File: src/rtl/tga_pkg.sv
`default_nettype none
package tga_pkg;

  // image limits and storage sizes
  localparam int unsigned HdrLen   = 18;
  localparam int unsigned MaxDim   = 4096;
  localparam int unsigned MinWidth = 4;
  localparam int unsigned PalDepth = 256;
  localparam int unsigned QDepth   = 4;

  // result kinds
  typedef enum logic [1:0] {
    KIND_SIZE   = 2'd0,
    KIND_PIXEL  = 2'd1,
    KIND_REJECT = 2'd2,
    KIND_DONE   = 2'd3
  } kind_e;

  // command from the parser to the segment writer
  // size: row = height, col = width; pixel: n pixels of argb
  typedef struct packed {
    kind_e       kind;
    logic [12:0] row;
    logic [12:0] col;
    logic [7:0]  n;
    logic [31:0] argb;
    logic        flip;
    logic        last;
  } cmd_t;

endpackage
`default_nettype wire

File: src/rtl/tga_back.sv
`default_nettype none
module tga_back (
  input  wire logic          clk_i,
  input  wire logic          rst_ni,
  input  wire tga_pkg::cmd_t cmd_i,
  input  wire logic          cmd_valid_i,
  output logic               cmd_ready_o,
  output logic               out_valid_o,
  input  wire logic          out_ready_i,
  output tga_pkg::kind_e     out_kind_o,
  output logic [12:0]        out_row_o,
  output logic [12:0]        out_col_o,
  output logic [7:0]         out_run_o,
  output logic [31:0]        out_argb_o,
  output logic               out_last_o
);
  import tga_pkg::*;

  logic        busy_q;
  logic [12:0] w_q, h_q, row_q, col_q;
  logic        flip_q, last_q;
  logic [7:0]  n_q;
  logic [31:0] argb_q;

  logic        ov_q, olast_q;
  kind_e       okind_q;
  logic [12:0] orow_q, ocol_q;
  logic [7:0]  orun_q;
  logic [31:0] oargb_q;

  logic        can_load, pop, seg_go;
  logic [12:0] avail, dest, col_next;
  logic [7:0]  seg, n_next;

  assign can_load    = !ov_q || out_ready_i;
  assign cmd_ready_o = !busy_q && can_load;
  assign pop         = cmd_valid_i && cmd_ready_o;
  assign seg_go      = busy_q && can_load;

  // segment split at the row end
  assign avail    = w_q - col_q;
  assign seg      = (13'(n_q) < avail) ? n_q : avail[7:0];
  assign dest     = flip_q ? (h_q - 13'd1 - row_q) : row_q;
  assign col_next = col_q + 13'(seg);
  assign n_next   = n_q - seg;

  assign out_valid_o = ov_q;
  assign out_kind_o  = okind_q;
  assign out_row_o   = orow_q;
  assign out_col_o   = ocol_q;
  assign out_run_o   = orun_q;
  assign out_argb_o  = oargb_q;
  assign out_last_o  = olast_q;

  // working command and row position
  always_ff @(posedge clk_i or negedge rst_ni) begin
    if (!rst_ni) begin
      busy_q <= 1'b0;
      row_q  <= '0;
      col_q  <= '0;
      ov_q   <= 1'b0;
    end else begin
      if (pop) begin
        case (cmd_i.kind)
          KIND_PIXEL: begin
            busy_q <= 1'b1;
            ov_q   <= 1'b0;
          end
          KIND_SIZE: begin
            row_q <= '0;
            col_q <= '0;
            ov_q  <= 1'b1;
          end
          default: ov_q <= 1'b1;
        endcase
      end else if (seg_go) begin
        ov_q   <= 1'b1;
        busy_q <= (n_next != 8'd0);
        if (col_next >= w_q) begin
          col_q <= '0;
          row_q <= row_q + 13'd1;
        end else begin
          col_q <= col_next;
        end
      end else if (out_ready_i) begin
        ov_q <= 1'b0;
      end
    end
  end

  // payload registers
  always_ff @(posedge clk_i) begin
    if (pop) begin
      n_q     <= cmd_i.n;
      argb_q  <= cmd_i.argb;
      last_q  <= cmd_i.last;
      okind_q <= cmd_i.kind;
      orow_q  <= cmd_i.row;
      ocol_q  <= cmd_i.col;
      orun_q  <= '0;
      oargb_q <= '0;
      olast_q <= cmd_i.last;
      if (cmd_i.kind == KIND_SIZE) begin
        w_q    <= cmd_i.col;
        h_q    <= cmd_i.row;
        flip_q <= cmd_i.flip;
      end
    end else if (seg_go) begin
      n_q     <= n_next;
      okind_q <= KIND_PIXEL;
      orow_q  <= dest;
      ocol_q  <= col_q;
      orun_q  <= seg;
      oargb_q <= argb_q;
      olast_q <= last_q && (n_next == 8'd0);
    end
  end

`ifndef SYNTH
  a_run_nonzero: assert property (@(posedge clk_i) disable iff (!rst_ni)
    ov_q && okind_q == KIND_PIXEL |-> orun_q != 8'd0)
    else $error("pixel segment with empty run");
  a_seg_in_row: assert property (@(posedge clk_i) disable iff (!rst_ni)
    ov_q && okind_q == KIND_PIXEL |-> (14'(ocol_q) + 14'(orun_q)) <= 14'(w_q))
    else $error("segment crosses row end");
  a_busy_count: assert property (@(posedge clk_i) disable iff (!rst_ni)
    busy_q |-> n_q != 8'd0)
    else $error("busy with no pixels left");
`endif

endmodule
`default_nettype wire
File: config.mk
export PLATFORM = sky130hd
export DESIGN_NAME = tga_back
export DESIGN_NICKNAME = d
export VERILOG_FILES = /design/src/rtl/tga_pkg.sv /design/src/rtl/tga_back.sv
export SDC_FILE = /design/constraint.sdc
export NUM_CORES = 1
export LEC_CHECK = 0
export ABC_AREA = 0
export BUFFER_PORTS_ARGS = -buffer_cell sky130_fd_sc_hd__buf_2
export CAP_MARGIN = 20
export CORE_MARGIN = 1
export CORE_UTILIZATION = 50
export DETAILED_ROUTE_END_ITERATION = 10
export PLACE_DENSITY = 0.71
export SLEW_MARGIN = 20
export SYNTH_ARGS = -nofsm -noshare
export SYNTH_HDL_FRONTEND = slang
export SYNTH_SLANG_ARGS = --single-unit
File: constraint.sdc
create_clock -name clk_i -period 7.4 [get_ports clk_i]
set_clock_uncertainty 0.1 [all_clocks]
set_input_delay 1.11 -clock clk_i [delete_from_list [all_inputs] [get_ports clk_i]]
set_output_delay 1.11 -clock clk_i [all_outputs]
set_load 0.05 [all_outputs]
==> impl_metrics.csv <==
group,metric,value,unit
outcome,outcome,"complete, no violations",
die,die_area,0.0175,mm2
pwr,power_density,488,mW/mm2
synthesis,ys_types,63,
sta,setup_viol,0,
synthesis,seq_area_frac_synth,0.521,
detailed_routing,drt_pass1_iterations,7,
place,pre_cts_ws,-139,ps
worst_setup_path,crit_top_cell,"ha_1",
synthesis,yosysMostFrequentCell,"nand2_1",
synthesis,synth_top_area_cell,"edfxtp_1",
clock_network,cts-htree-levels,4,
global_route,grt_max_degree,64,
place,postPlaceCellArea,0.00946,mm2
global_route,use_met1,0.298,
min_path,hp-class,"flop to flop",
detailed_routing,avgRoutedWirePerCell,16.1,um
place,dp_hpwl,13100,um
die,coreArea,0.0166,mm2
sta,fin_ws,217,ps
sta,maxSlewViolCount,0,
clock_network,cts_tree,"built",
synthesis,synth_warnings,0,
synthesis,syn_area,0.00847,mm2
pwr,power.leakage,0.00452,uW
detailed_routing,post-route-drc-count,0,
place,place.gp.congestion,0.860,
final_layout,antenna_cells,0,
worst_setup_path,crit_path_start,"col_q[1]",
synthesis,synth_seq_cells,165,
detailed_routing,vias,6424,
sta,worst_slew_pin_slew,1040,ps
die,initial_core_util,0.510,
detailed_routing,viasPerCell,5.32,
sta,fin_crit_sh,0.971,
worst_setup_path,cpMaxStageDelayCell,"or4_1",
global_route,grt_pass1_vias,6113,
die,num_io_pins,145,
clock_network,clock_sinks,165,
sta,fin_tns_setup,0,ps
detailed_routing,drtIter0Drc,354,
global_route,use_met3,0.0454,
synthesis,synth_top_area_frac,0.344,
sta,hold_viol,0,
final_layout,area_delta_synth_final,22.4,%
die,num_rows,47,
detailed_routing,ant_nets,0,
synthesis,ys_top_cells_by_count,"124 x nand2_1, 97 x edfxtp_1, 75 x o21ai_0",
sta,fin_crit,7180,ps
worst_setup_path,cp_data_arrival_time,7420,ps
global_route,grt_use_met2,0.369,
die,die_w,132,um
final_layout,layout-drive-gt1-share,0.242,
synthesis,syn_inst,814,
detailed_routing,wl,19400,um
worst_setup_path,cp-end-kind,"flop",
worst_setup_path,crit_required,7640,ps
synthesis,async_flop_share,0.170,
worst_setup_path,critPathLaunchType,"flop",
place,portBuffers,144,
sta,max_freq,139,MHz
clock_network,clk_latency,420,ps
min_path,min_from,"argb_q[3]",
synthesis,synth_edf_count,97,
global_route,grt_util_all_layers,0.224,
synthesis,avgSynthCellArea,10.4,um2
synthesis,synth_area_leaders,"edfxtp_1 34%, dfxtp_1 9.5%, ha_1 8.9%, dfrtp_1 8.3%, nand2_1 5.5%",
sta,slew_headroom,0.305,
job,drv_cap,0,
global_route,top_usage_layer,"met2",
worst_setup_path,critPathMaxStageDelay,490,ps
synthesis,syn-num-nets,952,
final_layout,fin_nets,1113,
die,die_h,132,um
worst_setup_path,crit_type,"flop to flop",
global_route,grt_antenna_before_repair,0,
clock_network,max-clock-path-buffers,2,
clock_network,clock-root-buffer,"clkbuf_16",
sta,holdWs,340,ps
global_route,overflow,0,
worst_setup_path,reg2reg_from,"col_q[1]",
final_layout,fin_area,0.0104,mm2
global_route,grt_pass1_wl,30700,um
clock_network,clkSlewWorstSetupHoldPaths,70,ps
worst_setup_path,cp_max_fo,7,
synthesis,ys.flop_type,"edfxtp_1",
pwr,ir_drop,0.331,mV
clock_network,numCtsBuffers,17,
-- power breakdown --
| group | total, uW | internal [uW] | switching [uW] |
|---|---|---|---|
| clock | 956 | 589 | 367 |
| sequential | 1440 | 1300 | 141 |
| combinational | 2660 | 940 | 1720 |
| total | 5060 | 2830 | 2230 |
-- metal layers --
layer | up-vias | part of all wire
met5 | - | 0
met1 | 3091 | 0.46
met3 | 16 | 0.029
li1 | 3203 | -
met2 | 114 | 0.50
met4 | 0 | 0.012
-- stage by stage --
| stage | std cells | utilization | total power, uW |
|---|---|---|---|
| after CTS | 1197 | 0.611 | 4960 |
| after floorplan | 814 | - | 3370 |
| after global routing | 1208 | 0.625 | 5370 |
| after global placement | 1163 | 0.570 | 3930 |
| final | 1208 | 0.625 | 5060 |
| after detailed placement | 1163 | 0.571 | 3980 |
-- registers in the layout, summed over array words and instances, names as in the netlist --
name	cells
out_row_o	13
out_run_o	8
row_q	13
out_col_o	13
w_q	13
flip_q	1
argb_q	32
last_q	1
col_q	13
busy_q	1
out_kind_o	2
h_q	13
out_valid_o	1
n_q	8
out_last_o	1
out_argb_o	32
-- cell usage in the layout (no fill, tap or decap), types with 28 or more instances in the layout --
master,n
ha_1,58
buf_4,28
buf_2,144
inv_1,64
xnor2_1,36
dfxtp_1,40
o21ai_0,73
edfxtp_1,97
nand2_1,123
nor2_1,39
a21oi_1,37
-- worst max-delay path: cells and delay by family, from the launching register on --
family / cells / cell delay, ps
adders and majority gates: 5 / 1190
and+or+nand+nor: 7 / 2040
buffers and inverters: 3 / 410
AOI/OAI and AO/OA: 11 / 2260
muxes: 1 / 290
xor gates and xnor gates: 2 / 350
DFF: 1 / 450
-- timing repair --
| action | 4_1_cts | 5_1_grt |
|---|---|---|
| pin swaps | 2 | 13 |
| hold buffers | 0 | 0 |
| buffers inserted | 2 | 11 |
| resized for setup | 1 | 30 |
| setup endpoints to repair | 12 | 26 |
-- final cells by class --
class | instances | area [um2]
clock buffer | 26 | 587
clock inverter | 6 | 70.1
fill | 1390 | 6220
inverter | 66 | 249
multi-input combinational | 552 | 3820
sequential | 165 | 4420
tap | 220 | 275
timing repair buffer | 173 | 942
-- worst paths after layout --
check | endpoint | slack [ps] | cells past startpoint
min reg2reg | out_argb_o[3] | 340 | 2
min | out_argb_o[3] | 340 | 2
max reg2reg | row_q[6] | 220 | 29
max | row_q[6] | 220 | 29
min in group asynchronous | col_q[10] | 630 | 1
max in group asynchronous | col_q[1] | 6100 | 1
-- logic make-up after synthesis --
group / share of synthesized area
buffers and inverters: 0.0440
DFF: 0.521
adders and majority gates: 0.0981
and+or+nand+nor: 0.121
AOI/OAI and AO/OA: 0.149
muxes: 0.0213
xor gates and xnor gates: 0.0454
Note: power is estimated with default switching activity, not from simulation.
