<file path="config.mk">
export PLATFORM = sky130hd
export DESIGN_NAME = tga_cmd_fifo
export DESIGN_NICKNAME = d
export VERILOG_FILES = /design/src/rtl/tga_pkg.sv /design/src/rtl/tga_cmd_fifo.sv
export SDC_FILE = /design/constraint.sdc
export NUM_CORES = 1
export LEC_CHECK = 0
export BUFFER_PORTS_ARGS = -buffer_cell sky130_fd_sc_hd__buf_2
export CAP_MARGIN = 20
export CELL_PAD_IN_SITES_DETAIL_PLACEMENT = 0
export CELL_PAD_IN_SITES_GLOBAL_PLACEMENT = 1
export CORE_ASPECT_RATIO = 1.2
export CORE_MARGIN = 5
export CORE_UTILIZATION = 45
export CTS_BUF_LIST = sky130_fd_sc_hd__clkbuf_16
export CTS_CLUSTER_SIZE = 8
export DETAILED_ROUTE_END_ITERATION = 12
export PLACE_DENSITY_LB_ADDON = 0.1
export SLEW_MARGIN = 20
export SYNTH_ARGS = -nofsm -noshare
export SYNTH_HDL_FRONTEND = slang
export SYNTH_SLANG_ARGS = --single-unit
</file>
<file path="constraint.sdc">
create_clock -name clk_i -period 2.55 [get_ports clk_i]
set_input_delay 0.765 -clock clk_i [delete_from_list [all_inputs] [get_ports clk_i]]
set_output_delay 0.765 -clock clk_i [all_outputs]
set_load 0.05 [all_outputs]
</file>
<file path="src/rtl/tga_pkg.sv">
`default_nettype none
package tga_pkg;

  // image limits and storage sizes
  localparam int unsigned HdrLen   = 18;
  localparam int unsigned MaxDim   = 4096;
  localparam int unsigned MinWidth = 4;
  localparam int unsigned PalDepth = 256;
  localparam int unsigned QDepth   = 4;

  // result kinds
  typedef enum logic [1:0] {
    KIND_SIZE   = 2'd0,
    KIND_PIXEL  = 2'd1,
    KIND_REJECT = 2'd2,
    KIND_DONE   = 2'd3
  } kind_e;

  // command from the parser to the segment writer
  // size: row = height, col = width; pixel: n pixels of argb
  typedef struct packed {
    kind_e       kind;
    logic [12:0] row;
    logic [12:0] col;
    logic [7:0]  n;
    logic [31:0] argb;
    logic        flip;
    logic        last;
  } cmd_t;

endpackage
`default_nettype wire

</file>
<file path="src/rtl/tga_cmd_fifo.sv">
`default_nettype none
module tga_cmd_fifo (
  input  wire logic          clk_i,
  input  wire logic          rst_ni,
  input  wire tga_pkg::cmd_t push_data_i,
  input  wire logic          push_valid_i,
  output logic               push_ready_o,
  output tga_pkg::cmd_t      pop_data_o,
  output logic               pop_valid_o,
  input  wire logic          pop_ready_i
);
  import tga_pkg::*;

  localparam int unsigned PtrW = $clog2(QDepth);

  cmd_t            mem_q [QDepth];
  logic [PtrW-1:0] wptr_q, rptr_q;
  logic [PtrW:0]   cnt_q;
  logic            do_push, do_pop;

  assign push_ready_o = (cnt_q != (PtrW+1)'(QDepth));
  assign pop_valid_o  = (cnt_q != '0);
  assign pop_data_o   = mem_q[rptr_q];
  assign do_push      = push_valid_i && push_ready_o;
  assign do_pop       = pop_valid_o && pop_ready_i;

  // storage
  always_ff @(posedge clk_i) begin
    if (do_push) begin
      mem_q[wptr_q] <= push_data_i;
    end
  end

  // pointers and fill count
  always_ff @(posedge clk_i or negedge rst_ni) begin
    if (!rst_ni) begin
      wptr_q <= '0;
      rptr_q <= '0;
      cnt_q  <= '0;
    end else begin
      if (do_push) wptr_q <= wptr_q + 1'b1;
      if (do_pop)  rptr_q <= rptr_q + 1'b1;
      if (do_push && !do_pop) cnt_q <= cnt_q + 1'b1;
      else if (do_pop && !do_push) cnt_q <= cnt_q - 1'b1;
    end
  end

endmodule
`default_nettype wire

</file>
==> results of run 1 <==
==> worst register-to-register path: stages (launching register included) <==
cell and delay [ps]:
dfrtp_1 430, or3_1 420, nand2_1 150, ha_1 200, inv_1 60, fa_1 370
xor2_1 170, nor2_1 130, xor2_1 170
==> kinds of logic (layout without fill, tap and decap cells) <==
logic type | count (synthesis) | in the layout | synth area share [%]
flip-flops | 287 | 287 | 81.1
XOR/XNOR | 6 | 6 | 0.496
adder cells (fa/ha/maj) | 6 | 6 | 0.780
multiplexers | 72 | 72 | 15.2
other | 0 | 1 | 0
AO/OA/AOI/OAI | 1 | 1 | 0.106
AND/OR/NAND/NOR | 10 | 10 | 0.484
buffers and inverters | 19 | 240 | 1.90
==> state kept, by name, indices dropped and copies added, names as in the netlist <==
register,cells
mem_q,280
cnt_q,3
rptr_q,2
wptr_q,2
==> power groups by stage <==
stage,Clock (mW),Combinational [mW],Sequential [mW]
4_1_cts,4.87,8.57,6.52
5_1_grt,5.10,8.96,6.58
3_3_place_gp,0,6.91,6.61
2_1_floorplan,0,5.39,6.49
3_5_place_dp,0,6.93,6.68
6_report,4.73,8.54,6.50
==> per-layer routing <==
layer / wire [um] / share of wire (%)
met2: 10900 / 52
met4: 401 / 1.9
met1: 8330 / 40
met5: 40 / 0.19
met3: 1320 / 6.3
==> repair_timing <==
action	4_1_cts	5_1_grt
buffers inserted	11	0
resized for setup	136	19
setup endpoints to repair	70	70
cloned	5	2
==> placed cells by master, fill, tap and decap left out <==
master       n
edfxtp_1   280
buf_2       75
mux4_2      70
buf_6       67
clkbuf_16   45
inv_1       19
buf_12      17
buf_4        7
ha_1         5
dfrtp_1      5
buf_8        5
and2_4       4
xnor2_1      4
buf_16       4
nor2_1       2
nand2_1      2
mux2_2       2
xor2_1       2
dfrtp_4      2
diode_2      1
a21boi_2     1
or3_1        1
nand3_1      1
fa_1         1
inv_6        1
==> cell type report <==
cell class | count | area [sq um] | share of cell area (%)
diodes | 1 | 2.50 | 0.0183
clock buffers | 43 | 1080 | 7.85
clock inverters | 17 | 68.8 | 0.502
inverters | 3 | 11.3 | 0.0821
multi-input cells | 95 | 1810 | 13.2
flip-flops and latches | 287 | 8590 | 62.7
well taps | 315 | 394 | 2.88
repair buffers | 177 | 1760 | 12.8
==> worst paths after layout <==
| kind | startpoint | end | depth (start not counted) | slack, ps |
|---|---|---|---|---|
| hold / removal | rst_ni | wptr_q[1] | 1 | 90 |
| max in group asynchronous | rst_ni | rptr_q[0] | 1 | 2280 |
| hold reg to reg | cnt_q[2] | cnt_q[2] | 1 | 530 |
| setup reg to reg | cnt_q[0] | cnt_q[2] | 8 | 380 |
| min in group clk_i | push_data_i[44] | mem_q[1][44] | 1 | 460 |
| setup / recovery | rptr_q[0] | pop_data_o[21] | 4 | -210 |
==> impl_metrics.tcl, run 1 <==
set metrics [dict create \
    antenna_found_initial 4 \
    cp_max_fo 11 \
    syn_area_per_cell_sq_um 26.4 \
    wl_um 21000 \
    ys_ff_latch 287 \
    die_w_um 150 \
    cp.arrival_ps 2000 \
    crit_buf_inv 3 \
    core_area_sq_um 23200 \
    synth_most_common_cell "edfxtp_1" \
    area_delta_synth_final_pct 29.5 \
    pwr_density_cell_nw_per_um2 1440 \
    sw_frac_of_total_pct 35.6 \
    gp_congestion 0.689 \
    drive_above_1_share_pct 48.2 \
    fin_cells 938 \
    clock_latency_ps 510 \
    synthesis.area_sq_um 10600 \
    critPathTopFamily "multiplexers" \
    met2_usage_pct 27.4 \
    syn-num-nets 481 \
    first_global_vias 5447 \
    tns_ps -11110 \
    ys_top_cells_by_count "edfxtp_1, mux4_2, buf_12, buf_2, dfrtp_1" \
    fin_worst_skew_ps 13.4 \
    violations "negative setup slack" \
    synth_area_leader_cell "edfxtp_1" \
    dieArea_sq_um 26700 \
    critPathCaptureType "output pin" \
    max_cap_viol_count 0 \
    irDropWorstVdd_v 0.000843 \
    synth.distinct_cells 20 \
    synthFlopType "edfxtp_1" \
    final_max_slew_viol_count 0 \
    wire_per_inst_um 22.4 \
    syn-instance-count 401 \
    synth_edf_count 280 \
    async_flop_share_pct 2.44 \
    finalPower_mw 19.8 \
    stdcell_area_sq_um 13700 \
    criticalPathCategory "flop to output pin" \
    final.setup.worst_slack_ps -213 \
    hold_buffers 0 \
    initial_utilization_pct 45.6 \
    hold_slack_ps 86.2 \
    busiest_layer "met2" \
    port_buffers 145 \
    htree_levels 2 \
    setup_viol_count_final 70 \
    finalHoldViolCount 0 \
    period_minus_slack_ps 2760 \
    synth_area_leaders "edfxtp_1, mux4_2, dfrtp_1, buf_12, ha_1" \
    met3_usage_pct 4.85 \
    required_ps 1790 \
    maxSlewHeadroom_pct 81.2 \
    cts_tree "yes" \
    cts_num_sinks 287 \
    cts_root_buf "clkbuf_16" \
    worst_pin_slew_ps 282 \
    first_pass_iters 8 \
    crit_top_cell "buf_12" \
    num_rows 61 \
    hold_class "input pin to async pin" \
    dp_slack_ps 229 \
    vias 4859 \
    met1_usage_pct 19.9 \
    synth_warnings 0 \
    cts_buffers 41 \
    gr-total-overflow 0 \
    power_frac_seq_pct 32.9 \
    slowest_stage "mux4_2" \
    postRouteAntennaNets 0 \
    synth-seq-area-share_pct 81.1 \
    dp.cells 861 \
    nets 685 \
    power_switching_mw 7.03 \
    status "finished with violations" \
    fmax_ghz 0.362 \
    drt-initial-drc-count 266 \
    drc 0 \
    synth_top_area_share_pct 79.4 \
    clockPowerShare_pct 23.9 \
    combPwrFrac_pct 43.2 \
    min_period_over_period_pct 108 \
    dpl_cell_area_sq_um 11800 \
    cts.clk_slew.worst_paths_ps 50 \
    via_per_inst 5.18 \
    grt_usage_pct 16.0 \
    fp.dieH_um 178 \
    hpwl_um 12100 \
    critPathMaxStageDelay_ps 550 \
    power.leakage_nw 4.82 \
    cts_buffer_depth 3 \
    intPower_mw 12.7 \
    io_pins 146 \
    path_cells "buf_12, buf_12, mux4_2, buf_6" \
    fillers 1726 \
    fin_util_pct 59.1 \
    grt_max_degree 44 \
    startpoint_type "flop" \
    rsz0062_at_grt "true" \
    grt_first_pass_wirelength_um 31900 \
]
(Power assumes the default switching activity.)
==> run 2: changes to the inputs <==
Settings changed: CORE_UTILIZATION 45 to 50.
Clock period 2.55 ns to 3.2 ns, I/O delays scaled along.
==> impl_metrics.tcl, run 2 (synthesis gave the netlist of run 1 again) <==
set metrics [dict create \
    status "finished clean" \
    regArea_sq_um 8590 \
    first_global_vias 5383 \
    irDropWorstVdd_v 0.000722 \
    fmax_ghz 0.333 \
    dp_slack_ps 499 \
    cts.clk_slew.worst_paths_ps 50 \
    criticalPathCategory "flop to output pin" \
    finalPower_mw 14.3 \
    grt_usage_pct 16.5 \
    hpwl_um 12100 \
    met3_usage_pct 4.65 \
    period_minus_slack_ps 3000 \
    io_pins 146 \
    die_w_um 143 \
    hold_class "input pin to async pin" \
    grt_first_pass_wirelength_um 30200 \
    cts_buffer_depth 3 \
    reg_top3 "mem_q: 280 flops, cnt_q: 3 flops" \
    fp.dieH_um 169 \
    cts_tree "yes" \
    final_max_slew_viol_count 0 \
    drt-initial-drc-count 258 \
    cts-resized-gates 0 \
    worstRegToRegCells 8 \
    multi_input_area_sq_um 1810 \
    wl_um 19500 \
    drive_above_1_share_pct 46.8 \
    cp.arrival_ps 2040 \
    htree_levels 2 \
    slowest_stage "mux4_1" \
    required_ps 2240 \
    tns_ps 0 \
    layout_common_cells "edfxtp_1, buf_2, mux4_2" \
    hold_buffers 0 \
    cts_num_sinks 287 \
    area_delta_synth_final_pct 22.0 \
    drc 0 \
    fin_worst_skew_ps 14.5 \
    dpl_cell_area_sq_um 11800 \
    cts_root_buf "clkbuf_16" \
    fin_cells 880 \
    hold_slack_ps 293 \
    setup_viol_count_final 0 \
    nets 672 \
    top_register "mem_q" \
    met2_usage_pct 27.6 \
    busiest_layer "met2" \
    dp.cells 817 \
    reg2reg_slack_ps 1050 \
    pwr_density_cell_nw_per_um2 1110 \
    fillers 1484 \
    num_rows 58 \
    power.leakage_nw 4.54 \
    met1_usage_pct 21.5 \
    mostFrequentLayoutCell "edfxtp_1" \
    path_cells "buf_12, mux4_1, buf_2" \
    dieArea_sq_um 24200 \
    grt_max_degree 39 \
    stdcell_area_sq_um 12900 \
    critPathMaxStageDelay_ps 590 \
    postRouteAntennaNets 0 \
    rsz0062_at_grt "false" \
    core_area_sq_um 20900 \
    initial_utilization_pct 50.7 \
    first_pass_iters 4 \
    critPathCaptureType "output pin" \
    vias 4758 \
    gp_congestion 0.690 \
    via_per_inst 5.41 \
    worst_pin_slew_ps 509 \
    port_buffers 145 \
    gr-total-overflow 0 \
    startpoint_type "flop" \
    largest_reg_flops 280 \
    cp_max_fo 20 \
    wire_per_inst_um 22.2 \
    cts_buffers 41 \
    finalHoldViolCount 0 \
    min_period_over_period_pct 93.7 \
    fin_util_pct 61.8 \
    max_cap_viol_count 0 \
    clock_latency_ps 510 \
    antenna_found_initial 2 \
    final.setup.worst_slack_ps 200 \
    maxSlewHeadroom_pct 66.1 \
]
## run 2: changes by cell type in the layout (fill, tap and decap cells not counted), sizes merged
cell    before  now
clkbuf      45   43
buf        175  164
## run 2: worst paths after layout
check	endpoint	start
worst max-delay path	pop_data_o[66]	rptr_q[0]
worst min-delay path	wptr_q[1]	rst_ni
worst max register to register	cnt_q[2]	cnt_q[1]
worst min register to register	cnt_q[2]	cnt_q[2]
max in group asynchronous	rptr_q[0]	rst_ni
min in group clk_i	cnt_q[2]	cnt_q[2]
## run 2: layout make-up
type	instances	share of cell area, %
diodes	1	0.0194
clock buffers	43	8.33
clock inverters	17	0.533
inverters	3	0.0872
multi-input cells	95	14.0
flip-flops and latches	287	66.5
well taps	270	2.61
repair buffers	164	7.88
## run 2: per-layer routing
layer,vias up,routed length (um)
li1,2089,-
met1,2487,7700
met2,153,10100
met3,25,1410
met4,4,285
met5,-,26
## run 2: report_power, final
group / switching (mW) / leakage, nW / total (mW) / internal, mW
Clock: 1.39 / 0.620 / 3.75 / 2.36
Sequential: 0.245 / 2.64 / 5.23 / 4.98
Combinational: 3.65 / 1.28 / 5.35 / 1.70
## run 2: timing repair
item	4_1_cts	5_1_grt
setup endpoints to repair	3	0
buffers inserted	2	0
endpoints found under the hold margin	0	0
## run 2: worst max-delay path, delay by kind of cell, from the launching register on
family / cells / cell delay (ps)
buffers and inverters: 2 / 470
multiplexers: 1 / 590
flip-flops: 1 / 480
